File: src/sv/udclk_pkg.sv
package udclk_pkg;

  localparam int unsigned QueueDepth = 2;
  localparam int unsigned QueuePtrW  = $clog2(QueueDepth);
  localparam int unsigned QueueCntW  = $clog2(QueueDepth + 1);

  localparam logic [5:0]  SecMax      = 6'd59;
  localparam logic [5:0]  MinMax      = 6'd59;
  localparam logic [5:0]  HourMax     = 6'd23;
  localparam logic [15:0] TpsReset    = 16'd3;
  localparam logic [7:0]  DotPattern  = 8'h80;
  localparam logic [7:0]  SelectBase  = 8'b1111_1110;

  localparam logic [2:0] DigSecOnes  = 3'd0;
  localparam logic [2:0] DigSecTens  = 3'd1;
  localparam logic [2:0] DigDotLow   = 3'd2;
  localparam logic [2:0] DigMinOnes  = 3'd3;
  localparam logic [2:0] DigMinTens  = 3'd4;
  localparam logic [2:0] DigDotHigh  = 3'd5;
  localparam logic [2:0] DigHourOnes = 3'd6;
  localparam logic [2:0] DigHourTens = 3'd7;

  typedef struct packed {
    logic run_off;
    logic count_down;
    logic adjust_down;
    logic press_hour;
    logic press_minute;
    logic press_second;
  } tick_req_t;

  typedef struct packed {
    logic [2:0] digit_position;
    logic [7:0] digit_select_n;
    logic [7:0] segments;
    logic       last_digit;
  } digit_req_t;

  typedef struct packed {
    logic [5:0] seconds;
    logic [5:0] minutes;
    logic [4:0] hours;
  } snapshot_t;

  function automatic logic [5:0] wrap_up(logic [5:0] v, logic [5:0] max);
    return (v >= max) ? 6'd0 : v + 6'd1;
  endfunction

  function automatic logic [5:0] wrap_down(logic [5:0] v, logic [5:0] max);
    return (v == 6'd0 || v > max) ? max : v - 6'd1;
  endfunction

  function automatic logic [3:0] tens_of(logic [5:0] v);
    logic [3:0] t;
    if (v >= 6'd60) begin
      t = 4'd6;
    end else if (v >= 6'd50) begin
      t = 4'd5;
    end else if (v >= 6'd40) begin
      t = 4'd4;
    end else if (v >= 6'd30) begin
      t = 4'd3;
    end else if (v >= 6'd20) begin
      t = 4'd2;
    end else if (v >= 6'd10) begin
      t = 4'd1;
    end else begin
      t = 4'd0;
    end
    return t;
  endfunction

  function automatic logic [3:0] ones_of(logic [5:0] v);
    logic [5:0] base;
    base = 6'(tens_of(v)) * 6'd10;
    return 4'(v - base);
  endfunction

  function automatic logic [7:0] seg_of(logic [3:0] d);
    logic [7:0] p;
    case (d)
      4'd0:    p = 8'h3f;
      4'd1:    p = 8'h06;
      4'd2:    p = 8'h5b;
      4'd3:    p = 8'h4f;
      4'd4:    p = 8'h66;
      4'd5:    p = 8'h6d;
      4'd6:    p = 8'h7d;
      4'd7:    p = 8'h07;
      4'd8:    p = 8'h7f;
      default: p = 8'h6f;
    endcase
    return p;
  endfunction

endpackage

File: src/sv/up_down_clock_with_display_scan_unit.sv
// Up/down 24-hour clock with an eight-digit seven-segment display scan.
// Input channel (in_valid_i/in_ready_o/in_req_i): one request per refresh tick
// carrying the switch levels. Output channel (out_valid_o/out_ready_i/out_req_o):
// eight digit requests per tick, positions 0 to 7, built from the time held
// before that tick; last_digit marks position 7.
// Config channel (cfg_valid_i/cfg_ready_o/cfg_data_i): writes ticks_per_second;
// always ready, write it only while the block is idle.
// The first digit of a tick passes through the snapshot queue, the scanner's
// current-time register and its output register. Throughput: one digit per
// cycle while out_ready_i is high, set by the digit scanner's output register.
// The time update itself finishes in the cycle the tick is accepted.
// A two-entry queue of time snapshots sits between the tick front end and the
// digit scanner, so new ticks are taken while digits are still going out.
// Reset: time 00:00:00, running, prescaler cleared, ticks_per_second 3.
// Receiver stall: the current digit holds on the output, the scanner stops,
// the queue fills, and in_ready_o drops once it is full.
module up_down_clock_with_display_scan_unit (
  input  logic                  clk_i,
  input  logic                  rst_ni,
  input  logic                  in_valid_i,
  output logic                  in_ready_o,
  input  udclk_pkg::tick_req_t  in_req_i,
  output logic                  out_valid_o,
  input  logic                  out_ready_i,
  output udclk_pkg::digit_req_t out_req_o,
  input  logic                  cfg_valid_i,
  output logic                  cfg_ready_o,
  input  logic [15:0]           cfg_data_i
);
  import udclk_pkg::*;

  logic      q_full, q_push, q_empty, q_pop;
  snapshot_t q_wdata, q_rdata;

  udclk_front u_front (
    .clk_i       (clk_i),
    .rst_ni      (rst_ni),
    .in_valid_i  (in_valid_i),
    .in_ready_o  (in_ready_o),
    .in_req_i    (in_req_i),
    .cfg_valid_i (cfg_valid_i),
    .cfg_ready_o (cfg_ready_o),
    .cfg_data_i  (cfg_data_i),
    .q_full_i    (q_full),
    .q_push_o    (q_push),
    .q_data_o    (q_wdata)
  );

  udclk_queue u_queue (
    .clk_i       (clk_i),
    .rst_ni      (rst_ni),
    .push_i      (q_push),
    .push_data_i (q_wdata),
    .full_o      (q_full),
    .pop_i       (q_pop),
    .empty_o     (q_empty),
    .pop_data_o  (q_rdata)
  );

  udclk_back u_back (
    .clk_i       (clk_i),
    .rst_ni      (rst_ni),
    .q_empty_i   (q_empty),
    .q_pop_o     (q_pop),
    .q_data_i    (q_rdata),
    .out_valid_o (out_valid_o),
    .out_ready_i (out_ready_i),
    .out_req_o   (out_req_o)
  );

endmodule

File: src/sv/udclk_front.sv
module udclk_front (
  input  logic                  clk_i,
  input  logic                  rst_ni,
  input  logic                  in_valid_i,
  output logic                  in_ready_o,
  input  udclk_pkg::tick_req_t  in_req_i,
  input  logic                  cfg_valid_i,
  output logic                  cfg_ready_o,
  input  logic [15:0]           cfg_data_i,
  input  logic                  q_full_i,
  output logic                  q_push_o,
  output udclk_pkg::snapshot_t  q_data_o
);
  import udclk_pkg::*;

  logic [15:0] tps_q;
  logic [15:0] tick_q, tick_d;
  logic [5:0]  sec_q, sec_d;
  logic [5:0]  min_q, min_d;
  logic [4:0]  hour_q, hour_d;
  logic        run_q, run_d;
  logic        accept;
  logic [15:0] tick_inc;
  logic [5:0]  h6;

  assign in_ready_o  = !q_full_i;
  assign cfg_ready_o = 1'b1;
  assign accept      = in_valid_i && in_ready_o;
  assign q_push_o    = accept;
  assign q_data_o    = '{seconds: sec_q, minutes: min_q, hours: hour_q};
  assign tick_inc    = tick_q + 16'd1;

  always_comb begin
    tick_d = tick_q;
    sec_d  = sec_q;
    min_d  = min_q;
    h6     = {1'b0, hour_q};
    if (run_q) begin
      tick_d = tick_inc;
      if (tick_inc >= tps_q) begin
        tick_d = '0;
        if (in_req_i.count_down) begin
          if (sec_q == 6'd0) begin
            if (min_q == 6'd0) begin
              h6 = wrap_down(h6, HourMax);
            end
            min_d = wrap_down(min_q, MinMax);
          end
          sec_d = wrap_down(sec_q, SecMax);
        end else begin
          sec_d = wrap_up(sec_q, SecMax);
          if (sec_d == 6'd0) begin
            min_d = wrap_up(min_q, MinMax);
            if (min_d == 6'd0) begin
              h6 = wrap_up(h6, HourMax);
            end
          end
        end
      end
    end
    run_d = !in_req_i.run_off;
    if (in_req_i.adjust_down) begin
      if (in_req_i.press_hour)   h6    = wrap_down(h6, HourMax);
      if (in_req_i.press_minute) min_d = wrap_down(min_d, MinMax);
      if (in_req_i.press_second) sec_d = wrap_down(sec_d, SecMax);
    end else begin
      if (in_req_i.press_hour)   h6    = wrap_up(h6, HourMax);
      if (in_req_i.press_minute) min_d = wrap_up(min_d, MinMax);
      if (in_req_i.press_second) sec_d = wrap_up(sec_d, SecMax);
    end
    hour_d = h6[4:0];
  end

  always_ff @(posedge clk_i or negedge rst_ni) begin
    if (!rst_ni) begin
      tps_q  <= TpsReset;
      tick_q <= '0;
      sec_q  <= '0;
      min_q  <= '0;
      hour_q <= '0;
      run_q  <= 1'b1;
    end else begin
      if (cfg_valid_i && cfg_ready_o) begin
        tps_q <= cfg_data_i;
      end
      if (accept) begin
        tick_q <= tick_d;
        sec_q  <= sec_d;
        min_q  <= min_d;
        hour_q <= hour_d;
        run_q  <= run_d;
      end
    end
  end

endmodule

File: src/sv/udclk_queue.sv
module udclk_queue (
  input  logic                  clk_i,
  input  logic                  rst_ni,
  input  logic                  push_i,
  input  udclk_pkg::snapshot_t  push_data_i,
  output logic                  full_o,
  input  logic                  pop_i,
  output logic                  empty_o,
  output udclk_pkg::snapshot_t  pop_data_o
);
  import udclk_pkg::*;

  snapshot_t              mem_q [QueueDepth];
  logic [QueuePtrW-1:0]   wr_q, rd_q;
  logic [QueueCntW-1:0]   cnt_q;
  logic                   do_push, do_pop;

  assign full_o     = cnt_q == QueueCntW'(QueueDepth);
  assign empty_o    = cnt_q == '0;
  assign do_push    = push_i && !full_o;
  assign do_pop     = pop_i && !empty_o;
  assign pop_data_o = mem_q[rd_q];

  always_ff @(posedge clk_i) begin
    if (do_push) begin
      mem_q[wr_q] <= push_data_i;
    end
  end

  always_ff @(posedge clk_i or negedge rst_ni) begin
    if (!rst_ni) begin
      wr_q  <= '0;
      rd_q  <= '0;
      cnt_q <= '0;
    end else begin
      if (do_push) begin
        wr_q <= (wr_q == QueuePtrW'(QueueDepth - 1)) ? '0 : wr_q + QueuePtrW'(1);
      end
      if (do_pop) begin
        rd_q <= (rd_q == QueuePtrW'(QueueDepth - 1)) ? '0 : rd_q + QueuePtrW'(1);
      end
      if (do_push && !do_pop) begin
        cnt_q <= cnt_q + QueueCntW'(1);
      end else if (do_pop && !do_push) begin
        cnt_q <= cnt_q - QueueCntW'(1);
      end
    end
  end

endmodule

File: src/sv/udclk_back.sv
module udclk_back (
  input  logic                  clk_i,
  input  logic                  rst_ni,
  input  logic                  q_empty_i,
  output logic                  q_pop_o,
  input  udclk_pkg::snapshot_t  q_data_i,
  output logic                  out_valid_o,
  input  logic                  out_ready_i,
  output udclk_pkg::digit_req_t out_req_o
);
  import udclk_pkg::*;

  snapshot_t  cur_q;
  logic       busy_q, busy_d;
  logic [2:0] cnt_q, cnt_d;
  logic       out_valid_q, out_valid_d;
  digit_req_t out_q, out_d;
  logic       adv, load;
  logic [7:0] pat;

  assign adv     = !out_valid_q || out_ready_i;
  assign load    = !q_empty_i && (!busy_q || (adv && cnt_q == DigHourTens));
  assign q_pop_o = load;

  always_comb begin
    case (cnt_q)
      DigSecOnes:  pat = seg_of(ones_of(cur_q.seconds));
      DigSecTens:  pat = seg_of(tens_of(cur_q.seconds));
      DigMinOnes:  pat = seg_of(ones_of(cur_q.minutes));
      DigMinTens:  pat = seg_of(tens_of(cur_q.minutes));
      DigHourOnes: pat = seg_of(ones_of({1'b0, cur_q.hours}));
      DigHourTens: pat = seg_of(tens_of({1'b0, cur_q.hours}));
      DigDotLow,
      DigDotHigh:  pat = DotPattern;
      default:     pat = DotPattern;
    endcase
  end

  always_comb begin
    busy_d      = busy_q;
    cnt_d       = cnt_q;
    out_valid_d = out_valid_q;
    out_d       = out_q;
    if (adv) begin
      out_valid_d = busy_q;
      if (busy_q) begin
        out_d.digit_position = cnt_q;
        out_d.digit_select_n = SelectBase << cnt_q | ~(8'hff << cnt_q);
        out_d.segments       = pat;
        out_d.last_digit     = cnt_q == DigHourTens;
        cnt_d                = cnt_q + 3'd1;
        if (cnt_q == DigHourTens) begin
          busy_d = 1'b0;
        end
      end
    end
    if (load) begin
      busy_d = 1'b1;
      cnt_d  = DigSecOnes;
    end
  end

  always_ff @(posedge clk_i) begin
    if (load) begin
      cur_q <= q_data_i;
    end
    out_q <= out_d;
  end

  always_ff @(posedge clk_i or negedge rst_ni) begin
    if (!rst_ni) begin
      busy_q      <= 1'b0;
      cnt_q       <= '0;
      out_valid_q <= 1'b0;
    end else begin
      busy_q      <= busy_d;
      cnt_q       <= cnt_d;
      out_valid_q <= out_valid_d;
    end
  end

  assign out_valid_o = out_valid_q;
  assign out_req_o   = out_q;

endmodule
File: config.mk
export PLATFORM = sky130hd
export DESIGN_NAME = up_down_clock_with_display_scan_unit
export DESIGN_NICKNAME = d
export VERILOG_FILES = /design/src/sv/udclk_pkg.sv /design/src/sv/up_down_clock_with_display_scan_unit.sv /design/src/sv/udclk_front.sv /design/src/sv/udclk_queue.sv /design/src/sv/udclk_back.sv
export SDC_FILE = /design/constraint.sdc
export NUM_CORES = 1
export LEC_CHECK = 0
export BUFFER_PORTS_ARGS = -buffer_cell sky130_fd_sc_hd__buf_4
export CAP_MARGIN = 20
export CORE_MARGIN = 5
export CORE_UTILIZATION = 50
export CTS_CLUSTER_DIAMETER = 80
export DETAILED_ROUTE_END_ITERATION = 12
export GPL_TIMING_DRIVEN = 0
export PLACE_DENSITY = 0.67
export SYNTH_ARGS = -nofsm -noshare
export SYNTH_HDL_FRONTEND = slang
export SYNTH_SLANG_ARGS = --single-unit
export TNS_END_PERCENT = 5
File: constraint.sdc
create_clock -name clk_i -period 15.05 [get_ports clk_i]
set_input_delay 3.01 -clock clk_i [delete_from_list [all_inputs] [get_ports clk_i]]
set_output_delay 3.01 -clock clk_i [all_outputs]
set_load 0.02 [all_outputs]
== Word-level counts from Yosys, hierarchy flattened ==
Memory sizes are Yosys's and may differ from the RTL's. A register that Yosys moved wholly into a read port is not among the register bits.
Cells that the tools add are included.

* Register bits after elaboration: 79
* Word-level logic and storage cells: 204
* ROM bits: 672
* Input port bits: 27
* Bits in writable memories: 34
* Memories kept: 7

{| class="wikitable"
|+ Memory list
! name !! depth !! width !! read ports !! clocked after memory_dff !! wr ports !! line !! text
|-
| (no name shown) || 16 || 7 || 1 || 0 || 0 || udclk_pkg.sv:81 || <nowiki>case (d)</nowiki>
|-
| (no name shown) || 16 || 7 || 1 || 0 || 0 || udclk_pkg.sv:81 ||
|-
| (no name shown) || 16 || 7 || 1 || 0 || 0 || udclk_pkg.sv:81 ||
|-
| (no name shown) || 16 || 7 || 1 || 0 || 0 || udclk_pkg.sv:81 ||
|-
| (no name shown) || 16 || 7 || 1 || 0 || 0 || udclk_pkg.sv:81 ||
|-
| (no name shown) || 16 || 7 || 1 || 0 || 0 || udclk_pkg.sv:81 ||
|-
| 1 more memories || - || - || - || - || - || - ||
|}

* Muxes and demuxes: 75
* Multiply operators: 3
* Reductions and logical operators: 39
* Bitwise logic cells: 2
* Equality and inequality tests: 8
* $lt $le $gt $ge: 31
* Shifts and indexed selects: 2
* Add/subtract/negate cells: 21

{| class="wikitable"
|+ Operators by type and width
! operator !! count
|-
| 6-bit two-way mux || 31
|-
| 4-bit two-way mux || 21
|-
| 6-bit greater-or-equal comparator, second input constant || 10
|-
| 8-bit one-hot mux with 7 select lines || 1
|-
| 6-bit zero test || 7
|-
| 6-bit by 5-bit greater-or-equal comparator with 1-bit output, second input constant || 5
|-
| 5-bit two-way mux || 5
|-
| 6-bit by 1-bit adder with 6-bit output, second input constant || 4
|-
| 6-bit greater-than comparator, second input constant || 4
|-
| 6-bit by 1-bit subtractor with 6-bit output, second input constant || 4
|-
| 5-bit by 6-bit greater-or-equal comparator with 1-bit output, second input constant || 3
|-
| 16-bit by 1-bit adder with 16-bit output, second input constant || 1
|-
| 16-bit greater-or-equal comparator || 1
|-
| 16-bit two-way mux || 1
|-
| 8-bit by 3-bit left shift with 8-bit output, first input constant || 2
|-
| 5-bit greater-or-equal comparator, second input constant || 3
|-
| 3-bit equality test, second input constant || 4
|-
| 6-bit by 4-bit greater-or-equal comparator with 1-bit output, second input constant || 2
|-
| 4-bit by 3-bit multiplier with 3-bit output, second input constant || 3
|-
| 4-bit subtractor || 3
|-
| 1-bit two-way mux || 11
|-
| 3-bit two-way mux || 3
|-
| 1-bit logical OR || 8
|-
| 8-bit inverter || 1
|-
| 24 further kinds || 43
|}

== Depth between registers and ports, before layout ==
Gate-level depths: netlist of run 1.

* Word-level depth: 13
* Mapped depth: 23
* Gate-level depth less buffers: 20

== Hierarchy ==
Synthesis of run 1 repeated with hierarchy kept, for this count alone.

* Cell total of the unflattened synthesis: 1033
* Area total of the unflattened synthesis: 9633.0 µm²

{| class="wikitable"
|+ By module, submodules not included
! module !! sequential area each (µm²) !! times used !! area an instance (µm²) !! cells an instance
|-
| udclk_front || 1255.0 || 1 || 5011.1 || 643
|-
| udclk_back || 1236.2 || 1 || 3148.0 || 318
|-
| udclk_queue || 1121.1 || 1 || 1473.9 || 72
|}

== Least setup slack after synthesis of run 1 ==
Ideal clock, no wire load.

* Path type: input to register
* Start: in in_req_i[4] in the netlist's numbering
* End: reg u_front.sec_q[1]
* Setup slack: 9.435 ns
* Arrival time: 5.536 ns
* Setup time: 0.079 ns
* Data required time: 14.971 ns
* Stages: 13
* Cells stage by stage: clkbuf_1 -> clkbuf_1 -> nand2_1 -> nor2_1 -> nor4_1 -> a21oi_1 -> inv_1 -> ha_1 -> or2_2 -> o2111ai_1 -> a21oi_1 -> a311oi_1 -> a2bb2oi_1

* Word-level cells in the longest chain between the ends: 8
* Elaborated cells on any way between the ends: 14
* Classes of those cells: add/sub: 2; order compare: 2; mux: 8; reduce/logical: 2

{| class="wikitable"
|+ RTL lines
! element !! line !! text
|-
| start: declaration || up_down_clock_with_display_scan_unit.sv:22 || <nowiki>input udclk_pkg::tick_req_t in_req_i,</nowiki>
|-
| 6-bit two-way mux (*) || udclk_front.sv:42 || <nowiki>if (in_req_i.count_down) begin</nowiki>
|-
| 6-bit two-way mux (*) || udclk_front.sv:40 || <nowiki>if (tick_inc >= tps_q) begin</nowiki>
|-
| 6-bit two-way mux (*) || udclk_front.sv:38 || <nowiki>if (run_q) begin</nowiki>
|-
| 6-bit greater-than comparator or 6-bit zero test (tied branches) || udclk_pkg.sv:50 || <nowiki>return (v == 6'd0 || v > max) ? max : v - 6'd1;</nowiki>
|-
| 1-bit logical OR || udclk_pkg.sv:50 ||
|-
| 6-bit two-way mux || udclk_pkg.sv:50 ||
|-
| 6-bit two-way mux || udclk_front.sv:65 || <nowiki>if (in_req_i.press_second) sec_d = wrap_down(sec_d, SecMax);</nowiki>
|-
| 6-bit two-way mux (*) || udclk_front.sv:62 || <nowiki>if (in_req_i.adjust_down) begin</nowiki>
|-
| end signal: assignment || udclk_front.sv:78 || <nowiki>sec_q <= '0;</nowiki>
|-
| end signal: assignment || udclk_front.sv:88 || <nowiki>sec_q <= sec_d;</nowiki>
|-
| end: declaration || udclk_front.sv:18 || <nowiki>logic [5:0] sec_q, sec_d;</nowiki>
|}

Mark *: on every way between the ends. The rest lies on a longest branch, timed or not.
A chain may end at the register's enable or synchronous reset.

== Worst setup path after layout of run 1 ==
* Start: in in_req_i[4] in the netlist's numbering
* End: reg u_front.hour_q[4]

* Word-level cells in the longest chain between the ends: 8
* Elaborated cells on any way between the ends: 14
* Classes of those cells: add/sub: 2; order compare: 2; mux: 8; reduce/logical: 2

{| class="wikitable"
|+ RTL lines
! element !! line !! text
|-
| 6-bit two-way mux (*) || udclk_front.sv:42 ||
|-
| 6-bit two-way mux (*) || udclk_front.sv:40 ||
|-
| 6-bit two-way mux (*) || udclk_front.sv:38 ||
|-
| 6-bit by 5-bit greater-than comparator with 1-bit output or 6-bit zero test (tied branches) || udclk_pkg.sv:50 ||
|-
| 1-bit logical OR || udclk_pkg.sv:50 ||
|-
| 5-bit two-way mux || udclk_pkg.sv:50 ||
|-
| 5-bit two-way mux || udclk_front.sv:63 || <nowiki>if (in_req_i.press_hour) h6 = wrap_down(h6, HourMax);</nowiki>
|-
| 5-bit two-way mux (*) || udclk_front.sv:62 ||
|-
| end signal: assignment || udclk_front.sv:90 || <nowiki>hour_q <= hour_d;</nowiki>
|-
| end: declaration || udclk_front.sv:20 || <nowiki>logic [4:0] hour_q, hour_d;</nowiki>
|}

Marked as above.

==> results of run 1 <==
==> cell usage in the layout (no fill, tap or decap), types with 15 or more instances in the layout <==
cell type  instances
a21oi_1           69
and3_1            17
buf_4             52
clkbuf_1          38
clkbuf_16         17
dfrtp_1           56
edfxtp_1          71
ha_1              71
inv_1             68
mux2_2            20
nand2_1          101
nand3_1           33
nor2_1            87
nor3_1            21
o21ai_0           93
xnor2_1           15
==> through the flow <==
step / util, % / hold slack, ps
after floorplan: - / 437
after global placement: 53.8 / 445
after detailed placement: 53.9 / 463
after CTS: 57.1 / 476
after global routing: 57.1 / 493
final: 57.1 / 474
==> layout make-up <==
class	count	area share [%]
buffer	54	2.58
clock buffer	20	4.23
clock inverter	12	1.37
inverter	69	2.45
multi-input combinational	770	49.1
sequential	130	34.2
tap	234	2.77
timing repair buffer	47	3.34
==> sequential cells by signal, indices dropped and copies added, names as in the netlist <==
name and count:
u_queue.mem_q 34, u_back.busy_q 1, u_back.out_req_o 20, u_queue.wr_q 1
u_front.run_q 1, u_front.tick_q 16, u_front.hour_q 5, u_back.cnt_q 3
u_queue.cnt_q 2, u_front.sec_q 6, u_back.out_valid_o 1, u_back.cur_q 17
u_queue.rd_q 1, u_front.tps_q 16, u_front.min_q 6
==> power by group through the flow <==
stage | sequential, uW | clock (uW) | combinational (uW)
final | 577 | 410 | 837
after global placement | 579 | 0 | 816
after CTS | 576 | 418 | 826
after global routing | 590 | 433 | 926
after floorplan | 583 | 0 | 597
after detailed placement | 582 | 0 | 820
==> layer usage <==
| metal | global-route usage [%] | vias to the layer above | routed length [um] |
|---|---|---|---|
| met2 | 32.0 | 248 | 10000 |
| met1 | 28.3 | 3749 | 10300 |
| met3 | 3.26 | 38 | 1130 |
| met4 | 6.77 | 0 | 472 |
| li1 | - | 3888 | - |
| met5 | 0 | - | 0 |
==> worst paths after layout <==
path	from	end	cells after the start
worst max-delay path	in_req_i[4]	u_front.hour_q[4]	12
worst min-delay path	u_front.hour_q[4]	u_queue.mem_q[0][4]	0
worst max register to register	u_front.tick_q[0]	u_front.min_q[3]	22
worst min register to register	u_front.hour_q[4]	u_queue.mem_q[0][4]	0
max in group asynchronous	rst_ni	u_front.hour_q[4]	1
min in group asynchronous	rst_ni	u_back.out_valid_o	1
==> cells by family after synthesis <==
family	after synthesis
other	1
flip-flops	130
AND/OR/NAND/NOR	334
multiplexers	28
XOR/XNOR	25
adder cells (fa/ha/maj)	75
buffers and inverters	123
AO/OA/AOI/OAI	307
==> critical path, stage by stage <==
cell and delay [ps]:
buf_4 130, clkbuf_1 220, a221oi_2 390, buf_4 250
and2_1 260, o211ai_1 130, a2bb2oi_1 380, ha_1 270
o211ai_1 200, a21o_1 240, a2111oi_0 490, o22ai_1 250
==> results.md, run 1 <==
* Placed Cells at 1304
* Area occupied by multi-input gates at 0.00518 sq mm
* Hold Fails Final Rpt at 0
* WS Path Type: primary input to flop
* Post-cts resize count at 0
* P_sw at 744 uW
* Crit path launch type: primary input
* Top Ports at 50
* Htree depth at 4
* Initial Util at 50.4%
* Final period utilization at 39.9%
* Slew HR at 43.6%
* CTS sink count at 130
* Core ar. at 0.0185 sq mm
* Minimum clock period at 6010 ps
* Post-DP Area at 0.00997 sq mm
* Worst slew pin tran at 843 ps
* Cts hold-fix bufs at 0
* Gate power share at 45.9%
* Worst EP required at 15280 ps
* Adder-cell area share of the yosys netlist at 10.3%
* N_diodes at 0
* Yosys cell types at 95
* Reg area at 0.00361 sq mm
* Setup violators final at 0
* Clk buf depth at 2
* Synth top area share at 22.9%
* #FFs+latches synth at 130
* Ys async rst share at 45.4%
* CTS Root Cell: clkbuf_16
* Seq pwr share at 31.6%
* Max Cap Viol at 0
* Switching Share at 40.8%
* Share of post-route cells with drive strength above 1 at 13.0%
* Dpl hpwl at 16400 um
* FMAX at 0.166 GHz
* Most common cell in the netlist: nand2_1
* Synth area leaders: edfxtp_1 23%, dfrtp_1 15%, ha_1 9.5%, o21ai_0 5.0%, nand2_1 4.1%
* Clk slew on worst S/H paths at 50 ps
* Outcome: finished, final reports clean
* Layout fillers at 1617
* Layout overhead on the synthesized area at 13.3%
* Largest net degree at the start of global routing at 60
* Initial drt markers at 556
* Vias in the first global route at 7228
* Synth Cell Area at 0.00933 sq mm
* Clock latency at the later pin of the worst-skew pair at 420 ps
* Die Width at 147 um
* Hold WC Path Type: flop to flop
* Fin. max-slew vios at 0
* Setup TNS at 0 ps
* Critical path fanouts, max at 10
* Layout Nets at 1190
* Ys flop type: edfxtp_1
* CTS tree: done
* Synth area leader: edfxtp_1
* Design area at 0.0106 sq mm
* Leakage at 0.00434 uW
* Remaining antenna violation count at 0
* Via-to-Cell Ratio at 5.93
* Non-filler instance count after layout at 1336
* Synth Area in XOR/XNOR at 2.35%
* Vias at 7923
* Row cnt at 50
* Worst vdd ir at 0.122 mV
* Mux cell area share after synthesis at 3.27%
* Remaining global-route overflow at 0
* Wirelength, routed at 21900 um
* Gp weighted congestion at 0.935
* TritonRoute pass-1 iters at 6
* RSZ-0062 raised after global routing: no
* Global-route wire length before repair at 36100 um
* Worst slack, placed at 8740 ps
* Die Y at 147 um
* Fin worst setup slack at 9040 ps
* Largest family of logic cells by synthesized area: compound AO/OA/AOI/OAI gates
* Clock power share at 22.5%
* Die area at 0.0215 sq mm
* Initial antenna violation count at 0
* Simple logic cell fraction of the synthesized area at 17.5%
* DRC at 0
* Synth cell count leaders: 101 x nand2_1, 93 x o21ai_0, 87 x nor2_1
* Post-CTS setup buffer count at 0
* Routed len/inst at 16.4 um
* Net Count, Synth at 1124
* Pwr/cell area at 173 mW/mm^2
* Reg-to-reg slack, setup at 9150 ps
* Worst clock skew at 11.1 ps
* Total Routing Usage GR at 20.2%
* Compound-Gate Fraction of Synth Area at 22.2%
* IO Port Bufs at 46
* Cell Int Power at 1080 uW
* Post-synthesis sequential area ratio at 38.7%
* Synth Area per Inst at 9.12 sq um
* Critical Path End Type: flop
* Cells after Synth at 1023
* Yosys warnings at 0
* TritonCTS Buffers at 17
* Post-synth EDFFs at 71
* Pwr Total at 1820 uW
* Worst EP arrival at 6240 ps
Note: power is estimated with default switching activity, not from simulation.
==> run 2: changes to the inputs <==
Settings changed: ABC_AREA set to 1, PLACE_DENSITY 0.67 to 0.7.
Clock period 15.05 ns to 4.85 ns, I/O delays scaled along.
==> run 2 against run 1 <==
Clock skew grew 2.4 ps. Flip-flop and latch count is the same. Clock power grew to 3.2 times the previous value. Synthesized cell count grew 25%. Wire length grew 2.0%. Via count grew 6.7%. Worst setup slack lost 8700 ps. Critical endpoint is now u_front.min_q[2].
==> results.md, run 2 <==
* Outcome: finished, final reports clean
* CTS tree: done
* Dpl hpwl at 16700 um (+2.1%)
* Routed len/inst at 14.0 um (-15%)
* Initial drt markers at 584 (+5.0%)
* Critical path fanouts, max at 10 (unchanged)
* Clk slew on worst S/H paths at 60 ps (about the same)
* Top reg by flops: u_queue.mem_q
* Critical Path End Type: flop
* Top Ports at 50 (unchanged)
* WS Path Type: flop to flop
* Post-DP Area at 0.0103 sq mm (+2.8%)
* Via-to-Cell Ratio at 5.28 (-11%)
* Hold WC Path Type: flop to flop
* Initial antenna violation count at 0 (unchanged)
* TritonCTS Buffers at 17 (unchanged)
* Yosys warnings at 0 (unchanged)
* Post-synthesis sequential area ratio at 37.7% (-1.0 points)
* N_diodes at 0 (unchanged)
* Worst EP required at 5140 ps (-10140 ps)
* Ys async rst share at 45.4% (unchanged)
* Pwr/cell area at 594 mW/mm^2 (+240%)
* Clk buf depth at 2 (unchanged)
* Cells after Synth at 1276 (+25%)
* Hold slack at 468 ps (-6.49 ps)
* Vias at 8453 (+6.7%)
* Post-synth EDFFs at 71 (unchanged)
* Crit path launch type: flop
* Leakage at 0.00542 uW (+25%)
* Core ar. at 0.0188 sq mm (+1.4%)
* Synth Area per Inst at 7.51 sq um (-18%)
* CTS Root Cell: clkbuf_16
* Die Width at 148 um (+1.3%)
* Crit-path slowest cell: dfrtp_1
* Total Routing Usage GR at 20.4% (+0.22 points)
* Max Cap Viol at 0 (unchanged)
* Design area at 0.0110 sq mm (+4.5%)
* Synth cell count leaders: 355 x nand2_1, 177 x inv_1, 98 x nor2_1
* Most frequent cells in the layout: 351 x nand2_1, 177 x inv_1, 95 x nand3_1, 95 x nor2_1
* Net Count, Synth at 1377 (+23%)
* Initial Util at 51.1% (+0.68 points)
* Commonest non-fill, non-tap cell in the layout: nand2_1
* Worst vdd ir at 0.343 mV (+180%)
* Largest net degree at the start of global routing at 60 (unchanged)
* Synth area leaders: edfxtp_1 22%, dfrtp_1 15%, nand2_1 14%, ha_1 9.3%, inv_1 6.9%
* Final period utilization at 93.4%
* CP top delay family: simple AND/OR/NAND/NOR gates
* Minimum clock period at 4530 ps
* Synth Cell Area at 0.00958 sq mm (+2.7%)
* Slew HR at 38.0% (-5.6 points)
* Fin. max-slew vios at 0 (unchanged)
* Die Y at 148 um (+1.3%)
* Worst path most repeated cell: inv_1
* Remaining antenna violation count at 0 (unchanged)
* Synth top area share at 22.3% (-0.61 points)
* Most common cell in the netlist: nand2_1
* FMAX at 0.221 GHz
* Ys flop type: edfxtp_1
* Htree depth at 4 (unchanged)
* Worst slew pin tran at 929 ps (+86.6 ps)
* Remaining global-route overflow at 0 (unchanged)
* Worst clock skew at 13.5 ps (+2.39 ps)
* Row cnt at 50 (unchanged)
* Yosys cell types at 52 (-45%)
* Wirelength, routed at 22400 um (+2.0%)
* Die area at 0.0220 sq mm (+2.5%)
* WP buf/inv at 7 (+4)
* Layout overhead on the synthesized area at 15.2%
* Vias in the first global route at 7900 (+9.3%)
* Hold Fails Final Rpt at 0 (unchanged)
* Clock latency at the later pin of the worst-skew pair at 420 ps (about the same)
* Share of post-route cells with drive strength above 1 at 14.3% (+1.4 points)
* Gp weighted congestion at 0.939 (+0.44%)
* DRC at 0 (unchanged)
* IO Port Bufs at 48 (+4.3%)
* Global-route wire length before repair at 36800 um (+1.9%)
* Layout Nets at 1455 (+22%)
* CP max stage delay at 390 ps (-100 ps)
* Synth area leader: edfxtp_1
* Worst EP arrival at 4820 ps (-1420 ps)
* Setup violators final at 0 (unchanged)
* CTS sink count at 130 (unchanged)
* TritonRoute pass-1 iters at 5 (-1)
* Max reg flops at 34 (unchanged)
* #FFs+latches synth at 130 (unchanged)
* Cts hold-fix bufs at 0 (unchanged)
==> run 2: cell count changes after synthesis, moves of 14 or more <==
cell | previous run | this run
nand4_1 | 6 | 25
nand2_2 | 0 | 18
a21oi_1 | 69 | 37
inv_1 | 68 | 177
clkbuf_1 | 36 | 16
mux2_2 | 20 | 1
nand2_1 | 101 | 355
nand3_1 | 33 | 96
nand2b_1 | 14 | 0
xor2_1 | 10 | 26
o21ai_0 | 93 | 72
==> run 2: what timing repair did <==
action / CTS / global route
pin swaps: 1 / 6
setup endpoints to repair: 15 / 17
buffers inserted: 1 / 8
gates resized for setup: 8 / 18
==> run 2: kinds of logic after synthesis <==
family	synth area share [%]
adders and majority gates	9.90
AOI/OAI and AO/OA	10.2
buffers and inverters	9.55
muxes	0.118
other	0.0391
xor gates and xnor gates	2.93
and+or+nand+nor	29.6
DFF	37.7
==> run 2: final timing paths <==
kind	cells past startpoint	end	from	slack [ps]
worst max register to register	30	u_front.min_q[2]	u_front.tick_q[0]	320
max in group asynchronous	1	u_front.tick_q[10]	rst_ni	3700
worst min-delay path	0	u_queue.mem_q[0][9]	u_front.min_q[4]	470
worst max-delay path	30	u_front.min_q[2]	u_front.tick_q[0]	320
worst min register to register	0	u_queue.mem_q[0][9]	u_front.min_q[4]	470
min in group asynchronous	1	u_back.out_valid_o	rst_ni	630
==> run 2: cell type report <==
type | instances | area [sq um]
Fill cell | 1686 | 7730
Multi-Input combinational cell | 918 | 5140
Sequential cell | 130 | 3610
Inverter | 196 | 741
Timing Repair Buffer | 59 | 443
Clock buffer | 18 | 429
Tap cell | 234 | 293
Buffer | 32 | 199
Clock inverter | 14 | 179
==> run 2: power by group <==
group	switching, uW	total (uW)	internal [uW]
registers	281	1880	1600
logic	2170	3350	1180
clock network	504	1320	817
total	2960	6560	3600
==> run 2: per-stage QoR <==
stage	power (uW)	cells	util [%]	setup slack, ps	setup TNS, ps
after floorplan	4280	1276	-	706	0
after global placement	5030	1558	54.5	-160	-811
after detailed placement	5110	1560	54.6	-242	-1580
after CTS	6490	1593	58.1	83.5	0
after global routing	7120	1601	58.8	-64.1	-226
final	6560	1601	58.8	322	0
==> run 2: worst register-to-register path: cells and delay by family (launching register included) <==
kind | cells | cell delay [ps]
and+or+nand+nor | 17 | 2230
adders and majority gates | 3 | 710
buffers and inverters | 7 | 630
DFF | 1 | 390
AOI/OAI and AO/OA | 2 | 260
xor gates and xnor gates | 1 | 200
==> run 2: per-layer routing <==
metal / share of wire, % / global-route usage, % / vias up
met3: 4.6 / 3.47 / 47
met5: 0 / 0 / -
met2: 47 / 33.8 / 220
li1: - / - / 4303
met1: 45 / 26.7 / 3883
met4: 3.3 / 8.31 / 0
